==> src/rtl/pcmunp_pkg.sv <==
`default_nettype none

package pcmunp_pkg;

   localparam int unsigned CSR_INDEX_W = 2;
   localparam int unsigned CSR_DATA_W  = 3;

   localparam logic [CSR_INDEX_W-1:0] REG_SAMPLE_BYTES  = 2'd0;
   localparam logic [CSR_INDEX_W-1:0] REG_CHANNEL_COUNT = 2'd1;
   localparam logic [CSR_INDEX_W-1:0] REG_LITTLE_ENDIAN = 2'd2;

   localparam logic [2:0] SAMPLE_BYTES_RESET  = 3'd2;
   localparam logic [1:0] CHANNEL_COUNT_RESET = 2'd2;

   // Unsigned-to-signed flip for 8-bit little-endian data
   localparam logic [7:0] FLIP_BIT = 8'h80;

   typedef struct packed {
      logic [7:0] data_byte;
      logic       stream_start;
   } req_payload_type;

   typedef struct packed {
      logic signed [31:0] sample_word;
      logic               channel;
      logic               frame_end;
   } rsp_payload_type;

endpackage

`default_nettype wire

==> src/rtl/pcm_byte_to_sample_unpacker_core.sv <==
`default_nettype none

// PCM byte-to-sample unpacker.
// req_*: one raw PCM byte per word (data_byte, stream_start). A word is taken
//   when req_valid is high and req_stall low. stream_start clears the partial
//   sample and the channel phase before its byte is used.
// rsp_*: one left-justified 32-bit sample per word, with its channel and a
//   frame_end flag on the right-channel word. Mono samples come out twice,
//   left then right.
// csr_*: register writes (index, data), always ready; write only while idle.
// The byte that completes a sample writes its result into the queue when it
//   is taken; rsp_* presents results from the queue head.
// Throughput: one byte per cycle while req_stall is low. Stereo and multi-byte
//   mono keep that rate; 8-bit mono gives two result words per byte, so the
//   output port sets the pace there.
// A four-entry result queue sits between the sides; req_stall is high only
//   when that queue is full, and comes from registers alone.
// rsp_stall holds the current result; the queue then fills and stalls req_*.
// Reset (synchronous) empties the queue, clears the partial sample and
//   phase, and sets 16-bit big-endian stereo.
module pcm_byte_to_sample_unpacker_core
   import pcmunp_pkg::*;
(
   input  wire logic                   clock,
   input  wire logic                   reset,
   input  wire logic                   req_valid,
   output logic                        req_stall,
   input  wire req_payload_type        req_data,
   output logic                        rsp_valid,
   input  wire logic                   rsp_stall,
   output rsp_payload_type             rsp_data,
   input  wire logic                   csr_valid,
   output logic                        csr_ready,
   input  wire logic [CSR_INDEX_W-1:0] csr_index,
   input  wire logic [CSR_DATA_W-1:0]  csr_data
);

   localparam int unsigned DEPTH = 4;
   localparam int unsigned PTR_W = $clog2(DEPTH);
   localparam int unsigned CNT_W = $clog2(DEPTH + 1);

   typedef struct packed {
      logic [31:0] word;
      logic        channel;
      logic        dup;
   } entry_type;

   logic [2:0]  sample_bytes_ff;
   logic [1:0]  channel_count_ff;
   logic        little_endian_ff;

   logic [23:0] partial_ff, partial_in;
   logic [1:0]  held_ff, held_in;
   logic        phase_ff, phase_in;

   entry_type   entries_ff [DEPTH];
   logic [PTR_W-1:0] wr_ptr_ff, rd_ptr_ff;
   logic [CNT_W-1:0] count_ff, count_in;
   logic        half_ff, half_in;

   logic [2:0]  size;
   logic [23:0] partial_cur;
   logic [1:0]  held_cur;
   logic        phase_cur;
   logic [31:0] acc;
   logic [31:0] word;
   logic [2:0]  n;
   logic        complete;
   logic        stereo;
   logic        accept;
   logic        push;
   logic        pop;
   entry_type   head;
   entry_type   entry_in;

   assign csr_ready = 1'b1;

   always_ff @(posedge clock) begin
      if (reset) begin
         sample_bytes_ff  <= SAMPLE_BYTES_RESET;
         channel_count_ff <= CHANNEL_COUNT_RESET;
         little_endian_ff <= 1'b0;
      end else if (csr_valid && csr_ready) begin
         unique case (csr_index)
            REG_SAMPLE_BYTES:  sample_bytes_ff  <= csr_data;
            REG_CHANNEL_COUNT: channel_count_ff <= csr_data[1:0];
            REG_LITTLE_ENDIAN: little_endian_ff <= csr_data[0];
            default: ;
         endcase
      end
   end

   // Sample assembly
   always_comb begin
      priority if (sample_bytes_ff == 3'd0) begin
         size = 3'd1;
      end else if (sample_bytes_ff > 3'd4) begin
         size = 3'd4;
      end else begin
         size = sample_bytes_ff;
      end

      partial_cur = req_data.stream_start ? 24'd0 : partial_ff;
      held_cur    = req_data.stream_start ? 2'd0  : held_ff;
      phase_cur   = req_data.stream_start ? 1'b0  : phase_ff;

      if (little_endian_ff) begin
         acc = {8'd0, partial_cur} | ({24'd0, req_data.data_byte} << {held_cur, 3'b000});
      end else begin
         acc = {partial_cur, req_data.data_byte};
      end

      n        = {1'b0, held_cur} + 3'd1;
      complete = (n >= size);
      stereo   = channel_count_ff[1];

      unique case (held_cur)
         2'd0:    word = {acc[7:0], 24'd0};
         2'd1:    word = {acc[15:0], 16'd0};
         2'd2:    word = {acc[23:0], 8'd0};
         default: word = acc;
      endcase
      if (size == 3'd1 && little_endian_ff) begin
         word[31:24] = word[31:24] ^ FLIP_BIT;
      end

      entry_in.word    = word;
      entry_in.channel = phase_cur;
      entry_in.dup     = !stereo;

      partial_in = partial_ff;
      held_in    = held_ff;
      phase_in   = phase_ff;
      if (accept) begin
         if (complete) begin
            partial_in = 24'd0;
            held_in    = 2'd0;
            phase_in   = stereo ? !phase_cur : 1'b0;
         end else begin
            partial_in = acc[23:0];
            held_in    = n[1:0];
            phase_in   = phase_cur;
         end
      end
   end

   // Result queue; a mono entry goes out twice, left then right
   assign req_stall = (count_ff == CNT_W'(DEPTH));
   assign accept    = req_valid && !req_stall;
   assign push      = accept && complete;
   assign head      = entries_ff[rd_ptr_ff];
   assign rsp_valid = (count_ff != '0);
   assign pop       = rsp_valid && !rsp_stall && (!head.dup || half_ff);

   always_comb begin
      count_in = count_ff + CNT_W'(push) - CNT_W'(pop);
      half_in  = half_ff;
      if (rsp_valid && !rsp_stall && head.dup) begin
         half_in = !half_ff;
      end

      rsp_data.sample_word = head.word;
      rsp_data.channel     = head.dup ? half_ff : head.channel;
      rsp_data.frame_end   = head.dup ? half_ff : head.channel;
   end

   always_ff @(posedge clock) begin
      if (reset) begin
         partial_ff <= '0;
         held_ff    <= '0;
         phase_ff   <= 1'b0;
         wr_ptr_ff  <= '0;
         rd_ptr_ff  <= '0;
         count_ff   <= '0;
         half_ff    <= 1'b0;
      end else begin
         partial_ff <= partial_in;
         held_ff    <= held_in;
         phase_ff   <= phase_in;
         count_ff   <= count_in;
         half_ff    <= half_in;
         if (push) begin
            wr_ptr_ff <= wr_ptr_ff + PTR_W'(1);
         end
         if (pop) begin
            rd_ptr_ff <= rd_ptr_ff + PTR_W'(1);
         end
      end
   end

   always_ff @(posedge clock) begin
      if (push) begin
         entries_ff[wr_ptr_ff] <= entry_in;
      end
   end

`ifndef ASSERT_OFF
   a_count_bound: assert property (@(posedge clock) disable iff (reset)
      count_ff <= CNT_W'(DEPTH))
      else $error("result queue count beyond depth");

   a_half_on_dup: assert property (@(posedge clock) disable iff (reset)
      half_ff |-> (rsp_valid && head.dup))
      else $error("second half of duplicate without a mono entry at head");

   a_dup_second: assert property (@(posedge clock) disable iff (reset)
      (rsp_valid && !rsp_stall && head.dup && !half_ff) |=>
         (rsp_valid && rsp_data.channel && $stable(rsp_data.sample_word)))
      else $error("mono duplicate did not follow on the right channel");
`endif

endmodule

`default_nettype wire
==> config.mk <==
export PLATFORM = sky130hd
export DESIGN_NAME = pcm_byte_to_sample_unpacker_core
export DESIGN_NICKNAME = d
export VERILOG_FILES = /design/src/rtl/pcmunp_pkg.sv /design/src/rtl/pcm_byte_to_sample_unpacker_core.sv
export SDC_FILE = /design/constraint.sdc
export NUM_CORES = 1
export LEC_CHECK = 0
export ABC_AREA = 1
export BUFFER_PORTS_ARGS = -buffer_cell sky130_fd_sc_hd__buf_2
export CORE_MARGIN = 8
export CORE_UTILIZATION = 60
export CTS_CLUSTER_SIZE = 40
export DETAILED_ROUTE_END_ITERATION = 16
export HOLD_SLACK_MARGIN = 0.05
export PLACE_DENSITY = 0.79
export SETUP_SLACK_MARGIN = 0.3
export SYNTH_ARGS = -nofsm -noshare
export SYNTH_HDL_FRONTEND = slang
export SYNTH_SLANG_ARGS = --single-unit
==> constraint.sdc <==
create_clock -name clock -period 6.5 [get_ports clock]
set_input_delay 1.95 -clock clock [delete_from_list [all_inputs] [get_ports clock]]
set_output_delay 1.95 -clock clock [all_outputs]
set_load 0.02 [all_outputs]
* After elaboration in Yosys (flattened, before gate mapping) *
Memory sizes are Yosys's and may differ from the RTL's. A register that Yosys moved wholly into a read port is not among the register bits.
Index checks and enable logic that the tools add are counted.

operators by class
  muxes and demuxes = 17
  shifts and indexed selects = 1
  equality and inequality tests = 6
  bitwise operators = 2
  $add $sub $neg = 5
  order comparisons = 2
  reduce and logical (&&, ||, !) cells = 20

operator list
  operator             count
  $pmux 32 s3          1
  $mux 24              2
  $mux 32              1
  $or 24x32->32        1
  $shl 8x5->32         1
  $mux 2               4
  $mux 8               1
  $logic_and 1x1->1    6
  $logic_not 1->1      6
  $mux 1               6
  $mux 3               2
  $reduce_and 2->1     3
  $add 2x1->2 const B  2
  $eq 2x1->1 const B   2
  $eq 2x2->1 const B   2
  $logic_not 2->1      2
  $add 2x1->3 const B  1
  $add 3x1->3          1
  $eq 3x1->1 const B   1
  $eq 3x3->1 const B   1
  $ge 3x3->1           1
  $gt 3x3->1 const B   1
  $logic_not 3->1      1
  $reduce_bool 3->1    1
  other kinds (3)      3

storage, ports and cells
  memories = 1
  logic and storage cells = 64
  register bits = 41
  memory bits (writable) = 136

memory list
  memory      words  bits a word  read ports  clocked after Yosys merged registers in  wr ports  line                                    source
  entries_ff  4      34           1           1                                        1         pcm_byte_to_sample_unpacker_core.sv:56  entry_type entries_ff [DEPTH];

* Longest topological paths before layout *
Gate-level depths: netlist of the first run.

  depth in word-level cells = 7
  mapped depth = 17
  mapped depth without buffers = 16

* Least setup slack after synthesis of the first run *
OpenSTA, ideal clock, no wires.

  path type = input-to-reg
  start = input port req_data[0] in the netlist's numbering
  end = memory entries_ff[0][0] in the netlist's numbering, enable pin
  cell stages on the path = 11
  setup slack = 1307 ps
  buffers on the path = 1
  data arrival time = 4768 ps
  cells stage by stage = inv_2 -> buf_6 -> nand2_4 -> nor2_2 -> inv_2 -> nand2_1 -> ha_1 -> nand2_1 -> o211ai_1 -> nand2_2 -> nor2_1

on the way
  cells in the longest elaborated chain, start to end = 6

RTL lines
  element                       line                                     source
  from (decl)                   pcm_byte_to_sample_unpacker_core.sv:28   input wire req_payload_type req_data,
  $mux 2                        pcm_byte_to_sample_unpacker_core.sv:104  held_cur = req_data.stream_start ? 2'd0 : held_ff;
  $add 2x1->3                   pcm_byte_to_sample_unpacker_core.sv:113  n = {1'b0, held_cur} + 3'd1;
  $ge 3x3->1                    pcm_byte_to_sample_unpacker_core.sv:114  complete = (n >= size);
  $logic_and 1x1->1             pcm_byte_to_sample_unpacker_core.sv:150  assign push = accept && complete;
  $mux 1                        pcm_byte_to_sample_unpacker_core.sv:192  if (push) begin
  $mux 1 (not written as such)  pcm_byte_to_sample_unpacker_core.sv:193  entries_ff[wr_ptr_ff] <= entry_in;
  to (decl)                     pcm_byte_to_sample_unpacker_core.sv:56

Every way passes these cells.

* Worst setup path after layout of the first run *
  start = input port req_data[0] in the netlist's numbering
  end = register count_ff[2]

on the way
  cells in the longest elaborated chain, start to end = 6

RTL lines
  element               line                                     source
  $mux 2                pcm_byte_to_sample_unpacker_core.sv:104
  $add 2x1->3           pcm_byte_to_sample_unpacker_core.sv:113
  $ge 3x3->1            pcm_byte_to_sample_unpacker_core.sv:114
  $logic_and 1x1->1     pcm_byte_to_sample_unpacker_core.sv:150
  $add 3x1->3           pcm_byte_to_sample_unpacker_core.sv:156  count_in = count_ff + CNT_W'(push) - CNT_W'(pop);
  $sub 3x1->3           pcm_byte_to_sample_unpacker_core.sv:156
  to (signal assigned)  pcm_byte_to_sample_unpacker_core.sv:180  count_ff <= count_in;
  to (decl)             pcm_byte_to_sample_unpacker_core.sv:58   logic [CNT_W-1:0] count_ff, count_in;

Every way passes these cells.
A chain may end at the register's enable or synchronous reset.

==> flow_summary.yaml, run 1 <==
worst_setup_path:
  cp-end-kind: "flop"
  crit_fanout: 16
  crit_chain: "buf_2 > inv_2 > nand2_2 > nor2_4 > clkinv_1 > nand2_1 > ha_1 > nand2_1 > o211ai_1 > nand2_2 > ha_1 > inv_1 > ha_1 > fa_1 > inv_1 > o21ai_0 > a21oi_1"
  r2r_slack_ns: 3.10
  path_depth: 17
  crit_family: "adder cells"
  slowest_delay_ns: 0.37
  crit_buf_inv: 5
  endpoint: "count_ff[2]"
  cp.arrival_ns: 5.10
  ff2ff_path_depth: 14
  required_ns: 6.86
  startpoint: "req_data[0]"
  cpMaxStageDelayCell: "o211ai_1"
  path_common_cell: "ha_1"
  worstSetupStartpointType: "input pin"
  timing.rr.end: "count_ff[2]"
  crit_type: "in2reg"
synth:
  avgSynthCellArea_um2: 9.75
  synth_flop_cell: "edfxtp_1"
  syn_area_um2: 8060
  yosysMostFrequentCell: "nand2_1"
  synth-simple-area-share: 0.182
  synth.distinct_cells: 35
  synth_compound_area_frac: 0.136
  ys_seq_elements: 178
  yosys-top-cells-area: "edfxtp_1 51%, dfxtp_1 10%, nand2_1 8.2%"
  synth_top_cells_by_count: "176 x nand2_1, 136 x edfxtp_1, 101 x nor2_1"
  synthMuxAreaShare: 0
  synth-xor-area-share: 0.00109
  synth_seq_area_share: 0.611
  ys_warn_count: 0
  synth_nets: 856
  yosys.area_share.adder: 0.0164
  async_flop_share: 0
  synth_enable_flop_cells: 136
  synth_top_family_by_area: "simple AND/OR/NAND/NOR gates"
  yosys.area.top_type_share: 0.506
  synth_cells: 827
  synth_top_area_cell: "edfxtp_1"
placement:
  io_buffers: 54
  placed_cells: 1027
  placed_area_um2: 8450
  gp_congestion: 0.885
  post-dp-hpwl_mm: 12.4
power:
  power.leakage_nw: 3.51
  power_switching_mw: 1.02
  sequentialPowerShare: 0.437
  p_clk_frac: 0.322
  ir_drop_uv: 160
  powerDensity_nw_per_um2: 346
  combPwrFrac: 0.242
  p_int_mw: 2.10
  power.share.switching: 0.328
  total_power_mw: 3.12
sta:
  setup_viol: 0
  clock_skew_ns: 0.00959
  fin_crit_sh: 0.729
  rsz0062_at_grt: "false"
  worstMarginPinSlew_ns: 1.07
  hold_ws_ns: 0.468
  slew_headroom: 0.286
  drv_slew: 0
  hold_viol_final: 0
  fmax_ghz: 0.211
  tns_ns: 0
  period_needed_ns: 4.74
finish:
  fillers: 1026
  area_delta_synth_final_pct: 12.0
  final_cell_area_um2: 9030
  fin_nets: 899
  final_cells: 1059
  drive_gt1_frac: 0.152
  num_antenna_cells: 0
global_routing:
  grt_first_pass_wirelength_mm: 31.3
  antenna_found_initial: 0
  grt_start_max_net_pins: 44
  gr-total-overflow: 0
  grt_use_total: 0.227
  first_global_vias: 5978
min_path:
  hold_class: "reg2reg"
cts:
  post_cts_buffers: 0
  htreeDepth: 4
  insertion_delay_ns: 0.43
  cts_sinks: 178
  root_buffer: "clkbuf_16"
  cts_made_buffers: 17
  clockBufferDepth: 2
  ctsResizeCount: 0
  cts_tree: "yes"
  ctsHoldBuffers: 0
  cts.clk_slew.worst_paths_ns: 0.06
drt:
  wl_per_cell_um: 18.5
  drt_wl_total_mm: 19.5
  viasPerCell: 5.91
  drt_iter0_drc: 578
  drtAntennaViolNets: 0
  drc: 0
  num_vias: 6260
  firstDrtPassIters: 6
run_status:
  status: "complete, no violations"
die:
  die_h_um: 132
  rows: 42
  initial_core_util: 0.611
  die-area_um2: 17400
  pin_count: 56
  core_area_um2: 13200
  die_w_um: 132
run:
  drv_cap: 0
## through the flow
step	util	setup WS (ns)
6_report	0.685	1.76
5_1_grt	0.685	1.51
4_1_cts	0.685	1.84
3_5_place_dp	0.641	1.42
3_3_place_gp	0.641	1.59
2_1_floorplan	-	1.31
## sequential cells by signal (all words and copies together) (netlist names), 2 cells and up, named ones only
| register | flops |
|---|---|
| rd_ptr_ff | 2 |
| held_ff | 2 |
| sample_bytes_ff | 3 |
| wr_ptr_ff | 2 |
| count_ff | 3 |
| partial_ff | 24 |
| entries_ff | 136 |
## per-layer routing
metal / global-route usage / wire (µm) / vias to the layer above
met5: 0 / 0 / -
met3: 0.0393 / 1530 / 31
met2: 0.375 / 9650 / 269
li1: - / - / 2945
met1: 0.292 / 8010 / 3015
met4: 0.0868 / 352 / 0
## cells by family after synthesis
group | Yosys count
compound gates | 194
xor+xnor | 1
fa+ha+maj | 10
buf+inv | 99
flops | 178
other cells | 1
simple gates | 344
## area by class of cell
type | count | area [µm²] | area share
repair buffers | 67 | 368 | 0.0407
well taps | 176 | 220 | 0.0244
clock inverters | 14 | 153 | 0.0169
multi-input cells | 550 | 2730 | 0.302
flip-flops and latches | 178 | 4930 | 0.545
inverters | 56 | 210 | 0.0233
clock buffers | 18 | 429 | 0.0475
## cells in the final DEF (no fill, tap or decap), drive strengths merged, types with 2 or more instances in the layout
| master | synthesis | layout |
|---|---|---|
| a22oi | 7 | 7 |
| ha | 9 | 9 |
| nand4 | 11 | 11 |
| dfxtp | 42 | 42 |
| clkbuf | 26 | 18 |
| clkinv | 1 | 6 |
| and2 | 6 | 6 |
| o21ai | 85 | 85 |
| clkinvlp | 0 | 2 |
| o211ai | 9 | 9 |
| o22ai | 35 | 35 |
| a21oi | 53 | 53 |
| nor2 | 112 | 112 |
| nand2 | 181 | 181 |
| inv | 55 | 60 |
| nand3 | 32 | 32 |
| o21a | 2 | 2 |
| bufinv | 0 | 2 |
| buf | 17 | 67 |
| edfxtp | 136 | 136 |
## worst register-to-register path, delay by kind of cell, from the launching register on
kind,cells,cell delay (ns)
buf+inv,5,1.30
simple gates,3,0.43
compound gates,3,0.47
flops,1,0.30
fa+ha+maj,3,0.83
## how the worst min path moves through the flow
stage                         from        endpoint  slack, ns  cells after the start
CTS                  partial_ff[3]   partial_ff[3]       0.47                      2
detailed placement   partial_ff[3]   partial_ff[3]       0.46                      2
global route        partial_ff[22]  partial_ff[22]       0.47                      2
finish              partial_ff[13]  partial_ff[13]       0.47                      2
global placement     partial_ff[8]   partial_ff[8]       0.45                      2
floorplan                  half_ff         half_ff       0.44                      2
## power groups by stage
stage               logic (mW)  clock network, mW  registers (mW)
detailed placement       0.747                  0            1.39
finish                   0.755               1.00            1.36
global placement         0.727                  0            1.38
global route             0.831               1.05            1.37
CTS                      0.757               1.01            1.36
floorplan                0.538                  0            1.36
Power figures use the tool's default switching activity.
==> inputs of run 2 (changes only) <==
--- a/config.mk
+++ b/config.mk
@@ -8,11 +8,11 @@
 export ABC_AREA = 1
 export BUFFER_PORTS_ARGS = -buffer_cell sky130_fd_sc_hd__buf_2
 export CORE_MARGIN = 8
-export CORE_UTILIZATION = 60
+export CORE_UTILIZATION = 54
 export CTS_CLUSTER_SIZE = 40
 export DETAILED_ROUTE_END_ITERATION = 16
 export HOLD_SLACK_MARGIN = 0.05
-export PLACE_DENSITY = 0.79
+export PLACE_DENSITY = 0.75
 export SETUP_SLACK_MARGIN = 0.3
 export SYNTH_ARGS = -nofsm -noshare
 export SYNTH_HDL_FRONTEND = slang
==> constraint.sdc (replaced) <==
create_clock -name clock -period 4.2 [get_ports clock]
set_input_delay 1.26 -clock clock [delete_from_list [all_inputs] [get_ports clock]]
set_output_delay 1.26 -clock clock [all_outputs]
set_load 0.02 [all_outputs]
==> flow_summary.yaml, run 2 (synthesis gave the netlist of run 1 again) <==
power:
  total_power_mw: 4.77
  power.share.switching: 0.320
  power.leakage_nw: 3.51
  ir_drop_uv: 300
  p_clk_frac: 0.314
  power_switching_mw: 1.53
  p_int_mw: 3.24
  powerDensity_nw_per_um2: 525
  combPwrFrac: 0.248
  sequentialPowerShare: 0.438
finish:
  largest_reg_flops: 136
  drive_gt1_frac: 0.150
  top_register: "entries_ff"
  layout_common_cells: "176 x nand2_1, 136 x edfxtp_1, 97 x nor2_1"
  area_delta_synth_final_pct: 12.7
  mostFrequentLayoutCell: "nand2_1"
  reg_top3: "entries_ff: 136 flops, partial_ff: 24 flops"
  num_antenna_cells: 0
  fin_nets: 903
  fillers: 1168
cts:
  post_cts_buffers: 0
  cts_sinks: 178
  insertion_delay_ns: 0.43
  clockBufferDepth: 2
  cts_made_buffers: 17
  cts_tree: "yes"
  cts.clk_slew.worst_paths_ns: 0.06
  ctsResizeCount: 0
  htreeDepth: 4
  ctsHoldBuffers: 0
  root_buffer: "clkbuf_16"
drt:
  wl_per_cell_um: 17.3
  drtAntennaViolNets: 0
  drt_iter0_drc: 802
  firstDrtPassIters: 5
  num_vias: 6149
  viasPerCell: 5.75
  drc: 0
  drt_wl_total_mm: 18.5
global_routing:
  grt_use_met2: 0.292
  grtUsageMet1: 0.261
  grt_first_pass_wirelength_mm: 29.7
  gr-total-overflow: 0
  antenna_found_initial: 0
  grtUsageMet3: 0.0449
  grt_use_total: 0.192
  gr-max-usage-layer: "met2"
  grt_start_max_net_pins: 59
  first_global_vias: 5677
worst_setup_path:
  crit_type: "in2reg"
  crit_fanout: 12
  cp-end-kind: "flop"
  required_ns: 4.56
  cp.arrival_ns: 3.94
  worstSetupStartpointType: "input pin"
sta:
  hold_ws_ns: 0.463
  period_needed_ns: 3.57
  fmax_ghz: 0.280
  slew_headroom: 0.468
  tns_ns: 0
  setup_viol: 0
  clock_skew_ns: 0.00875
  worstMarginPinSlew_ns: 0.796
  fin_crit_sh: 0.851
  rsz0062_at_grt: "false"
  hold_viol_final: 0
  drv_slew: 0
die:
  die_w_um: 138
  core_area_um2: 14600
  rows: 44
  pin_count: 56
  die-area_um2: 19100
  die_h_um: 138
  initial_core_util: 0.553
placement:
  io_buffers: 54
  gp_congestion: 0.882
  post-dp-hpwl_mm: 11.9
min_path:
  hold_class: "reg2reg"
run_status:
  status: "complete, no violations"
run:
  drv_cap: 0
[run 2: per-layer routing]
layer  share of wire  vias to the layer above
met2            0.46                      265
met5               0                        -
met1            0.45                     2905
li1                -                     2953
met4           0.018                        0
met3           0.075                       26
[run 2: power groups by stage]
stage	Combinational [mW]	Sequential [mW]	Clock, mW
floorplan	0.836	2.10	0
global placement	1.17	2.12	0
detailed placement	1.19	2.12	0
CTS	1.19	2.09	1.52
global route	1.30	2.10	1.59
finish	1.18	2.09	1.50
[run 2: stage by stage]
stage | utilization | std cells | worst slack (ns) | cell area (µm²)
detailed placement | 0.585 | 1039 | 0.213 | 8530
global placement | 0.585 | 1039 | 0.286 | 8530
CTS | 0.623 | 1070 | 0.653 | 9090
global route | 0.623 | 1070 | 0.471 | 9090
finish | 0.623 | 1070 | 0.626 | 9090
floorplan | - | 827 | 0.230 | 8070
[run 2: worst max-delay path: stages]
cell and delay (ns):
buf_2 0.12, inv_2 0.18, nand2_2 0.15, nor2_4 0.13
clkinv_1 0.09, nand2_1 0.09, ha_1 0.16, nand2_1 0.06
o211ai_1 0.24, nand2_2 0.25, ha_1 0.35, inv_1 0.04
ha_1 0.18, fa_1 0.36, inv_1 0.07, o21ai_0 0.08
a21oi_1 0.12
[run 2: path summary, 6_finish.rpt]
| check | start | to | slack, ns | cells after the start |
|---|---|---|---|---|
| worst min register to register | partial_ff[12] | partial_ff[12] | 0.46 | 2 |
| worst max-delay path | req_data[0] | count_ff[2] | 0.63 | 17 |
| worst min-delay path | partial_ff[12] | partial_ff[12] | 0.46 | 2 |
| worst max register to register | held_ff[0] | count_ff[2] | 1.26 | 15 |
[run 2: cell type report]
cell class | count | area, µm² | area share
Sequential cell | 178 | 4930 | 0.542
Multi-Input combinational cell | 550 | 2750 | 0.302
Inverter | 56 | 210 | 0.0231
Timing Repair Buffer | 71 | 423 | 0.0465
Clock buffer | 21 | 440 | 0.0485
Tap cell | 184 | 230 | 0.0253
Clock inverter | 10 | 113 | 0.0124
